$ cat src/rtl/core/fqv_pkg.sv
// Shared types and constants for the FASTQ record validator.
// Used by fqv_front, fqv_back and fastq_record_validator; no dependencies.
`default_nettype none

package fqv_pkg;

	// Default width of the internal saturating counters.
	localparam int COUNT_WIDTH = 24;

	// Widths of the result fields on the output stream.
	localparam int OUT_W    = 24;
	localparam int STATUS_W = 3;
	localparam int M_DATA_W = 56; // 3 + 24 + 24 = 51 bits, padded to whole bytes
	localparam int S_DATA_W = 8;

	// Token queue between front and back.
	localparam int QADDR_W = 2;
	localparam int QDEPTH  = 1 << QADDR_W;

	// Byte codes that the classifier looks for.
	localparam logic [7:0] CH_LF   = 8'h0A;
	localparam logic [7:0] CH_CR   = 8'h0D;
	localparam logic [7:0] CH_NUL  = 8'h00;
	localparam logic [7:0] CH_AT   = 8'h40;
	localparam logic [7:0] CH_PLUS = 8'h2B;

	// Result status codes.
	localparam logic [STATUS_W-1:0] ST_VALID    = 3'd0;
	localparam logic [STATUS_W-1:0] ST_NO_AT    = 3'd1;
	localparam logic [STATUS_W-1:0] ST_BAD_PLUS = 3'd2;
	localparam logic [STATUS_W-1:0] ST_EMPTY    = 3'd3;
	localparam logic [STATUS_W-1:0] ST_MISMATCH = 3'd4;
	localparam logic [STATUS_W-1:0] ST_TRUNC    = 3'd5;

	// One classified input byte.
	typedef struct packed {
		logic lf;    // line feed: ends the line
		logic term;  // CR or NUL: ends the line's content
		logic at;    // '@'
		logic plus;  // '+'
		logic last;  // last byte of the stream
	} tok_t;

endpackage

`default_nettype wire

$ cat src/rtl/core/fqv_front.sv
// Front part of the FASTQ record validator: classifies each incoming byte
// and holds the tokens in a short queue. Depends on fqv_pkg.
`default_nettype none

module fqv_front (
	input  wire logic                          clk,
	input  wire logic                          arst_n,
	input  wire logic                          s_tvalid,
	output logic                               s_tready,
	input  wire logic [fqv_pkg::S_DATA_W-1:0]  s_tdata,
	input  wire logic                          s_tlast,
	output logic                               tok_valid,
	output fqv_pkg::tok_t                      tok,
	input  wire logic                          tok_pop
);

	fqv_pkg::tok_t                  tok_in;
	fqv_pkg::tok_t                  queue_q [fqv_pkg::QDEPTH];
	logic [fqv_pkg::QADDR_W-1:0]    wr_ptr_q;
	logic [fqv_pkg::QADDR_W-1:0]    rd_ptr_q;
	logic [fqv_pkg::QADDR_W:0]      count_q;
	logic                           push;
	logic                           pop;

	always_comb begin
		tok_in.lf   = (s_tdata == fqv_pkg::CH_LF);
		tok_in.term = (s_tdata == fqv_pkg::CH_CR) || (s_tdata == fqv_pkg::CH_NUL);
		tok_in.at   = (s_tdata == fqv_pkg::CH_AT);
		tok_in.plus = (s_tdata == fqv_pkg::CH_PLUS);
		tok_in.last = s_tlast;
	end

	assign s_tready  = (count_q != (fqv_pkg::QADDR_W+1)'(fqv_pkg::QDEPTH));
	assign tok_valid = (count_q != '0);
	assign tok       = queue_q[rd_ptr_q];
	assign push      = s_tvalid && s_tready;
	assign pop       = tok_pop && tok_valid;

	always_ff @(posedge clk) begin
		if (push) begin
			queue_q[wr_ptr_q] <= tok_in;
		end
	end

	always_ff @(posedge clk or negedge arst_n) begin
		if (!arst_n) begin
			wr_ptr_q <= '0;
			rd_ptr_q <= '0;
			count_q  <= '0;
		end else begin
			if (push) begin
				wr_ptr_q <= wr_ptr_q + 1'b1;
			end
			if (pop) begin
				rd_ptr_q <= rd_ptr_q + 1'b1;
			end
			case ({push, pop})
				2'b10:   count_q <= count_q + 1'b1;
				2'b01:   count_q <= count_q - 1'b1;
				default: count_q <= count_q;
			endcase
		end
	end

endmodule

`default_nettype wire

$ cat src/rtl/core/fqv_back.sv
// Back part of the FASTQ record validator: walks the token stream through
// the record state, judges each record and holds the result in an output
// register. Depends on fqv_pkg.
`default_nettype none

module fqv_back #(
	parameter int COUNT_WIDTH = fqv_pkg::COUNT_WIDTH
) (
	input  wire logic                          clk,
	input  wire logic                          arst_n,
	input  wire logic                          tok_valid,
	input  wire fqv_pkg::tok_t                 tok,
	output logic                               tok_pop,
	output logic                               m_tvalid,
	input  wire logic                          m_tready,
	output logic [fqv_pkg::M_DATA_W-1:0]       m_tdata
);

	localparam logic [1:0] PH_HEADER = 2'd0;
	localparam logic [1:0] PH_SEQ    = 2'd1;
	localparam logic [1:0] PH_PLUS   = 2'd2;
	localparam logic [1:0] PH_QUAL   = 2'd3;

	localparam logic [1:0] PLS_EMPTY = 2'd0;
	localparam logic [1:0] PLS_PLUS  = 2'd1;
	localparam logic [1:0] PLS_OTHER = 2'd2;

	localparam int PAD_W = fqv_pkg::M_DATA_W - fqv_pkg::STATUS_W - 2 * fqv_pkg::OUT_W;

	logic [1:0]                     phase_q, phase_nx;
	logic                           open_q, open_nx;
	logic                           hm_q, hm_nx;
	logic [1:0]                     pls_q, pls_nx;
	logic [COUNT_WIDTH-1:0]         seq_q, seq_nx, seq_upd;
	logic [COUNT_WIDTH-1:0]         qual_q, qual_nx;
	logic [COUNT_WIDTH-1:0]         rec_q, rec_nx;
	logic                           started_q, started_nx;
	logic                           stopped_q, stopped_nx;
	logic                           emit_rec;
	logic                           emit;
	logic [fqv_pkg::STATUS_W-1:0]   st_rec;
	logic [fqv_pkg::STATUS_W-1:0]   st_out;
	logic [fqv_pkg::OUT_W-1:0]      seq_out;
	logic [fqv_pkg::OUT_W-1:0]      rec_out;
	logic                           out_valid_q;
	logic [fqv_pkg::M_DATA_W-1:0]   out_data_q;
	logic                           work;

	assign tok_pop = tok_valid && (!out_valid_q || m_tready);
	assign work    = tok_pop && !stopped_q;

	// Judgement of the record in progress, first failing check wins.
	always_comb begin
		if (!hm_q) begin
			st_rec = fqv_pkg::ST_NO_AT;
		end else if (pls_q != PLS_PLUS) begin
			st_rec = fqv_pkg::ST_BAD_PLUS;
		end else if (seq_q == '0) begin
			st_rec = fqv_pkg::ST_EMPTY;
		end else if (seq_q != qual_q) begin
			st_rec = fqv_pkg::ST_MISMATCH;
		end else begin
			st_rec = fqv_pkg::ST_VALID;
		end
	end

	always_comb begin
		phase_nx   = phase_q;
		open_nx    = open_q;
		hm_nx      = hm_q;
		pls_nx     = pls_q;
		seq_nx     = seq_q;
		qual_nx    = qual_q;
		rec_nx     = rec_q;
		started_nx = started_q;
		stopped_nx = stopped_q;
		emit_rec   = 1'b0;
		emit       = 1'b0;
		if (tok.lf) begin
			if (phase_q == PH_QUAL) begin
				emit_rec = 1'b1;
			end else begin
				phase_nx   = phase_q + 2'd1;
				open_nx    = 1'b1;
				started_nx = 1'b0;
			end
		end else begin
			started_nx = 1'b1;
			if (open_q) begin
				if (tok.term) begin
					open_nx = 1'b0;
				end else begin
					case (phase_q)
						PH_HEADER: begin
							if (!started_q) begin
								hm_nx = tok.at;
							end
						end
						PH_SEQ: begin
							seq_nx = (seq_q == '1) ? seq_q : seq_q + 1'b1;
						end
						PH_PLUS: begin
							pls_nx = (pls_q == PLS_EMPTY && tok.plus) ? PLS_PLUS : PLS_OTHER;
						end
						default: begin
							qual_nx = (qual_q == '1) ? qual_q : qual_q + 1'b1;
						end
					endcase
				end
			end
		end
		seq_upd = seq_nx;
		if (emit_rec) begin
			phase_nx   = PH_HEADER;
			open_nx    = 1'b1;
			hm_nx      = 1'b0;
			pls_nx     = PLS_EMPTY;
			seq_nx     = '0;
			qual_nx    = '0;
			started_nx = 1'b0;
			rec_nx     = (rec_q == '1) ? rec_q : rec_q + 1'b1;
			stopped_nx = (st_rec != fqv_pkg::ST_VALID);
		end
		emit = emit_rec;
		if (tok.last) begin
			if (!emit_rec && (phase_nx != PH_HEADER || started_nx)) begin
				emit = 1'b1;
			end
			stopped_nx = 1'b1;
		end
	end

	assign st_out = emit_rec ? st_rec : fqv_pkg::ST_TRUNC;

	// Cap or widen counts onto the fixed output field width.
	generate
		if (COUNT_WIDTH > fqv_pkg::OUT_W) begin : g_cap
			assign seq_out = (|seq_upd[COUNT_WIDTH-1:fqv_pkg::OUT_W]) ? '1
				: seq_upd[fqv_pkg::OUT_W-1:0];
			assign rec_out = (|rec_q[COUNT_WIDTH-1:fqv_pkg::OUT_W]) ? '1
				: rec_q[fqv_pkg::OUT_W-1:0];
		end else if (COUNT_WIDTH == fqv_pkg::OUT_W) begin : g_same
			assign seq_out = seq_upd;
			assign rec_out = rec_q;
		end else begin : g_ext
			assign seq_out = {{(fqv_pkg::OUT_W-COUNT_WIDTH){1'b0}}, seq_upd};
			assign rec_out = {{(fqv_pkg::OUT_W-COUNT_WIDTH){1'b0}}, rec_q};
		end
	endgenerate

	always_ff @(posedge clk or negedge arst_n) begin
		if (!arst_n) begin
			phase_q   <= PH_HEADER;
			open_q    <= 1'b1;
			hm_q      <= 1'b0;
			pls_q     <= PLS_EMPTY;
			seq_q     <= '0;
			qual_q    <= '0;
			rec_q     <= '0;
			started_q <= 1'b0;
			stopped_q <= 1'b0;
		end else if (work) begin
			phase_q   <= phase_nx;
			open_q    <= open_nx;
			hm_q      <= hm_nx;
			pls_q     <= pls_nx;
			seq_q     <= seq_nx;
			qual_q    <= qual_nx;
			rec_q     <= rec_nx;
			started_q <= started_nx;
			stopped_q <= stopped_nx;
		end
	end

	always_ff @(posedge clk or negedge arst_n) begin
		if (!arst_n) begin
			out_valid_q <= 1'b0;
		end else if (work && emit) begin
			out_valid_q <= 1'b1;
		end else if (m_tready) begin
			out_valid_q <= 1'b0;
		end
	end

	always_ff @(posedge clk) begin
		if (work && emit) begin
			out_data_q <= {{PAD_W{1'b0}}, rec_out, seq_out, st_out};
		end
	end

	assign m_tvalid = out_valid_q;
	assign m_tdata  = out_data_q;

	// Once stopped, the block stays stopped until reset.
	a_stop_sticky: assert property (@(posedge clk) disable iff (!arst_n)
		stopped_q |=> stopped_q)
		else $error("stopped flag cleared without reset");

	// A token is consumed only when the output register can take a result.
	a_pop_room: assert property (@(posedge clk) disable iff (!arst_n)
		tok_pop |-> (!out_valid_q || m_tready))
		else $error("token consumed while result register is blocked");

	// A failing record halts the stream.
	a_bad_stops: assert property (@(posedge clk) disable iff (!arst_n)
		(work && emit_rec && st_rec != fqv_pkg::ST_VALID) |=> stopped_q)
		else $error("bad record did not stop the stream");

	// A finished record restarts at the header line.
	a_rec_restart: assert property (@(posedge clk) disable iff (!arst_n)
		(work && emit_rec) |=> (phase_q == PH_HEADER && !started_q))
		else $error("record state not cleared after a result");

endmodule

`default_nettype wire

$ cat src/rtl/core/fastq_record_validator.sv
// Top level of the FASTQ record validator: byte classifier with token queue
// (fqv_front) feeding the record checker (fqv_back). Depends on fqv_pkg.
//
//  channel | dir | tdata (low bit up)                               | side
//  --------+-----+--------------------------------------------------+----------------------
//  s_*     | in  | [7:0] data_byte                                  | tlast = end_of_input
//  m_*     | out | [2:0] status, [26:3] sequence_length,            | none
//          |     | [50:27] record_number, [55:51] zero              |
//
//  One byte is taken every cycle while the four-entry token queue has room.
//  A result reaches m_tvalid by way of the token queue and the output register:
//  the token of the byte that causes it is written into the queue, then read
//  from the queue and loaded into the output register.
//  The back part retires one token per cycle; it holds only while a result
//  waits in the output register and m_tready is low, and the queue absorbs
//  up to four bytes meanwhile before s_tready drops.
//  arst_n clears the queue, the record state, the record count and the
//  stopped flag; after a bad record or the last byte all input is dropped.
`default_nettype none

module fastq_record_validator #(
	parameter int COUNT_WIDTH = fqv_pkg::COUNT_WIDTH
) (
	input  wire logic                          clk,
	input  wire logic                          arst_n,
	// input byte stream
	input  wire logic                          s_tvalid,
	output logic                               s_tready,
	input  wire logic [fqv_pkg::S_DATA_W-1:0]  s_tdata,   // [7:0] data_byte
	input  wire logic                          s_tlast,   // end_of_input
	// result stream
	output logic                               m_tvalid,
	input  wire logic                          m_tready,
	output logic [fqv_pkg::M_DATA_W-1:0]       m_tdata    // status, sequence_length,
	                                                      // record_number, zero pad
);

	logic          tok_valid;
	fqv_pkg::tok_t tok;
	logic          tok_pop;

	// Classify each transfer and queue it.
	fqv_front u_front (
		.clk       (clk),
		.arst_n    (arst_n),
		.s_tvalid  (s_tvalid),
		.s_tready  (s_tready),
		.s_tdata   (s_tdata),
		.s_tlast   (s_tlast),
		.tok_valid (tok_valid),
		.tok       (tok),
		.tok_pop   (tok_pop)
	);

	// Advance record state and drive results.
	fqv_back #(
		.COUNT_WIDTH (COUNT_WIDTH)
	) u_back (
		.clk       (clk),
		.arst_n    (arst_n),
		.tok_valid (tok_valid),
		.tok       (tok),
		.tok_pop   (tok_pop),
		.m_tvalid  (m_tvalid),
		.m_tready  (m_tready),
		.m_tdata   (m_tdata)
	);

endmodule

`default_nettype wire
$ cat config.mk
export PLATFORM = sky130hd
export DESIGN_NAME = fastq_record_validator
export DESIGN_NICKNAME = d
export VERILOG_FILES = /design/src/rtl/core/fqv_pkg.sv /design/src/rtl/core/fqv_front.sv /design/src/rtl/core/fqv_back.sv /design/src/rtl/core/fastq_record_validator.sv
export SDC_FILE = /design/constraint.sdc
export NUM_CORES = 1
export LEC_CHECK = 0
export BUFFER_PORTS_ARGS = -buffer_cell sky130_fd_sc_hd__buf_2
export CELL_PAD_IN_SITES_DETAIL_PLACEMENT = 2
export CELL_PAD_IN_SITES_GLOBAL_PLACEMENT = 2
export CORE_UTILIZATION = 40
export DETAILED_ROUTE_END_ITERATION = 12
export PLACE_DENSITY = 0.82
export REMOVE_ABC_BUFFERS = 1
export SLEW_MARGIN = 0
export SYNTH_ARGS = -nofsm -noshare
export SYNTH_HDL_FRONTEND = slang
export SYNTH_HIERARCHICAL = 1
export SYNTH_SLANG_ARGS = --single-unit
export TNS_END_PERCENT = 5
$ cat constraint.sdc
create_clock -name clk -period 4.5 [get_ports clk]
set_clock_uncertainty 0.15 [all_clocks]
set_input_delay 0.675 -clock clk [delete_from_list [all_inputs] [get_ports clk]]
set_output_delay 0.675 -clock clk [all_outputs]
set_load 0.05 [all_outputs]
==> impl_metrics.json <==
{
  "status": "complete, no violations",
  "crit_required_ns": 4.68,
  "finalPower_uw": 4210,
  "fillers": 2025,
  "clk_path_buf_depth": 2,
  "core_area_um2": 19600,
  "fin_tns_setup_ns": 0,
  "switching_power_uw": 1390,
  "antenna_found_initial": 0,
  "synthTopCellsByArea": "dfrtp_1 (27%), edfxtp_1 (26%), xnor2_1 (4.2%), xor2_1 (4.1%), nand2_1 (3.4%)",
  "portBuffers": 65,
  "leakagePower_uw": 0.00364,
  "synth_area_per_cell_um2": 10.8,
  "area_growth_pct": 13.9,
  "cts_sinks": 159,
  "crit_type": "flip-flop to flip-flop",
  "final_nets": 817,
  "final.min_clock_period_ns": 3.43,
  "dpl-instance-area_um2": 8560,
  "synthArstFlopShare": 0.553,
  "path_max_fanout": 9,
  "route.detailed.drc": 0,
  "synth_cells": 748,
  "synth.distinct_cells": 73,
  "grt_pass1_wl_um": 40100,
  "setup_viol": 0,
  "worst_slew_pin_slew_ns": 1.10,
  "rsz0062_at_grt": "no",
  "internal_power_uw": 2820,
  "slowest_stage": "dfrtp_1",
  "cts.htree.levels": 4,
  "drv_slew": 0,
  "grt_pass1_vias": 6922,
  "drt-pass1-iter-count": 4,
  "hold_viol": 0,
  "post_cts_buffers": 0,
  "grt.total_usage": 0.260,
  "drt_iter0_drc": 381,
  "fmax_mhz": 291,
  "final_area_um2": 9170,
  "ioPinCount": 71,
  "antenna_left": 0,
  "clkPwrFrac": 0.362,
  "arrival_ns": 3.62,
  "initial_core_util": 0.411,
  "ir_worst_vdd_v": 0.000272,
  "startpoint_type": "flip-flop",
  "n_antenna_cell": 0,
  "numCtsBuffers": 17,
  "power_frac_seq": 0.445,
  "yosys.area.top_type_share": 0.270,
  "end_kind": "flip-flop",
  "cts_tree": "done",
  "placementRows": 51,
  "path_cells": "mux4_2 > nand4bb_1 > nor2_1 > a21boi_2 > o21ai_0 > a22o_1",
  "slew_headroom": 0.267,
  "path_clk_slew_ns": 0.07,
  "clock_insertion_delay_worst_skew_ns": 0.45,
  "avgRoutedWirePerCell_um": 23.6,
  "finalCritPeriodShare": 0.763,
  "ys_ff_latch": 159,
  "combPwrFrac": 0.192,
  "cts_root_buffer": "clkbuf_16",
  "gp_congestion": 0.833,
  "gr-total-overflow": 0,
  "drv_cap": 0,
  "post_cts_resized": 0,
  "wirelength_um": 25300,
  "fp.dieH_um": 144,
  "hpwl_um": 17000,
  "power_density_nw_per_um2": 459,
  "die-area_um2": 20700,
  "hold_path_class": "primary input to asynchronous set/reset pin",
  "swShare": 0.330,
  "ys_seq_area_frac": 0.538,
  "crit_path_max_incr_delay_ns": 0.63,
  "via_count": 6338,
  "final_layout_size_suffix_gt1_frac": 0.166,
  "syn_area_um2": 8060,
  "yosys_warnings": 6,
  "final_common_cell": "dfrtp_1",
  "vias_per_cell": 5.91,
  "die_w_um": 144,
  "post-synth-top-area-cell": "dfrtp_1",
  "synth_edf_count": 71,
  "hold_buffers": 0,
  "grt_max_degree": 52,
  "synthFlopType": "dfrtp_1",
  "final_cell_mix": "dfrtp_1 (87), nand2_1 (74), edfxtp_1 (71), buf_2 (64), nor2_1 (41)"
}
[metal layers]
metal	wire (um)	track usage	vias up
met4	607	0.111	0
met5	0	0	-
met2	13300	0.457	147
li1	-	-	2839
met1	10500	0.318	3311
met3	898	0.0373	41
[cell usage after synthesis (9+ instances only)]
master	count
xor2_1	38
inv_1	23
or3_1	14
nor2_1	42
and3_1	14
nand2_1	74
dfrtp_1	87
or4_1	22
nor3_1	24
o211ai_1	10
o31ai_1	12
clkbuf_1	23
nor4_1	18
nand3_1	38
o21ai_0	19
xnor2_1	39
nand4_1	29
buf_2	15
a21oi_1	23
ha_1	9
edfxtp_1	71
[metrics by stage]
| stage | cells | utilization | setup slack (ns) | hold WS [ns] |
|---|---|---|---|---|
| after floorplan | 705 | - | 0.376 | 0.229 |
| after global placement | 1040 | 0.437 | 1.35 | 0.304 |
| after detailed placement | 1040 | 0.437 | 1.15 | 0.324 |
| after CTS | 1072 | 0.468 | 1.06 | 0.139 |
| after global routing | 1072 | 0.468 | 0.783 | 0.159 |
| final | 1072 | 0.468 | 1.07 | 0.108 |
[cell type report]
| type | instances | area (um^2) | area share |
|---|---|---|---|
| clock buffer | 18 | 439 | 0.0479 |
| clock inverter | 14 | 174 | 0.0190 |
| inverter | 23 | 86.3 | 0.00941 |
| multi-input combinational | 523 | 3430 | 0.374 |
| sequential | 159 | 4340 | 0.473 |
| tap | 265 | 332 | 0.0361 |
| timing repair buffer | 70 | 378 | 0.0412 |
[worst max-delay path: cells and delay by family, from the launching register on]
kind / cells / cell delay, ns
AND/OR/NAND/NOR: 2 / 0.92
multiplexers: 1 / 0.59
flip-flops: 1 / 0.63
AO/OA/AOI/OAI: 3 / 1.03
[cells by family after synthesis]
| logic type | count (synthesis) | share of synthesized area |
|---|---|---|
| AO/OA/AOI/OAI | 106 | 0.0888 |
| other | 1 | 0.000465 |
| buffers and inverters | 70 | 0.0398 |
| adder cells (fa/ha/maj) | 10 | 0.0165 |
| flip-flops | 159 | 0.538 |
| AND/OR/NAND/NOR | 316 | 0.213 |
| multiplexers | 9 | 0.0196 |
| XOR/XNOR | 77 | 0.0837 |
[state kept, by name (all words and copies together) (netlist names)]
name and flops:
u_back/pls_q 2, u_back/m_tdata 51, u_back/rec_out 24, u_front/count_q 3
u_front/wr_ptr_q 2, u_back/m_tvalid 1, u_front/queue_q 20, u_back/phase_q 2
u_front/rd_ptr_q 2, u_back/qual_q 24, u_back/open_q 1, u_back/started_q 1
u_back/seq_q 24, u_back/hm_q 1, u_back/stopped_q 1
[power by group through the flow]
stage	sequential, uW	combinational, uW	clock (uW)
global route	1890	891	1590
finish	1880	810	1530
detailed placement	1890	795	0
global placement	1870	723	0
floorplan	1820	556	0
CTS	1870	818	1550
[final timing paths]
| path | from | end | slack [ns] | cells after the start |
|---|---|---|---|---|
| setup / recovery | u_front/rd_ptr_q[0] | u_back/seq_q[0] | 1.07 | 6 |
| hold / removal | arst_n | u_back/qual_q[12] | 0.11 | 1 |
| setup reg to reg | u_front/rd_ptr_q[0] | u_back/seq_q[0] | 1.07 | 6 |
| hold reg to reg | u_back/rec_out[14] | u_back/rec_out[14] | 0.35 | 1 |
| max in group asynchronous | arst_n | u_back/rec_out[1] | 3.06 | 2 |
| min in group clk | s_tlast | u_front/queue_q[1][0] | 0.30 | 1 |
Power figures use the tool's default switching activity.
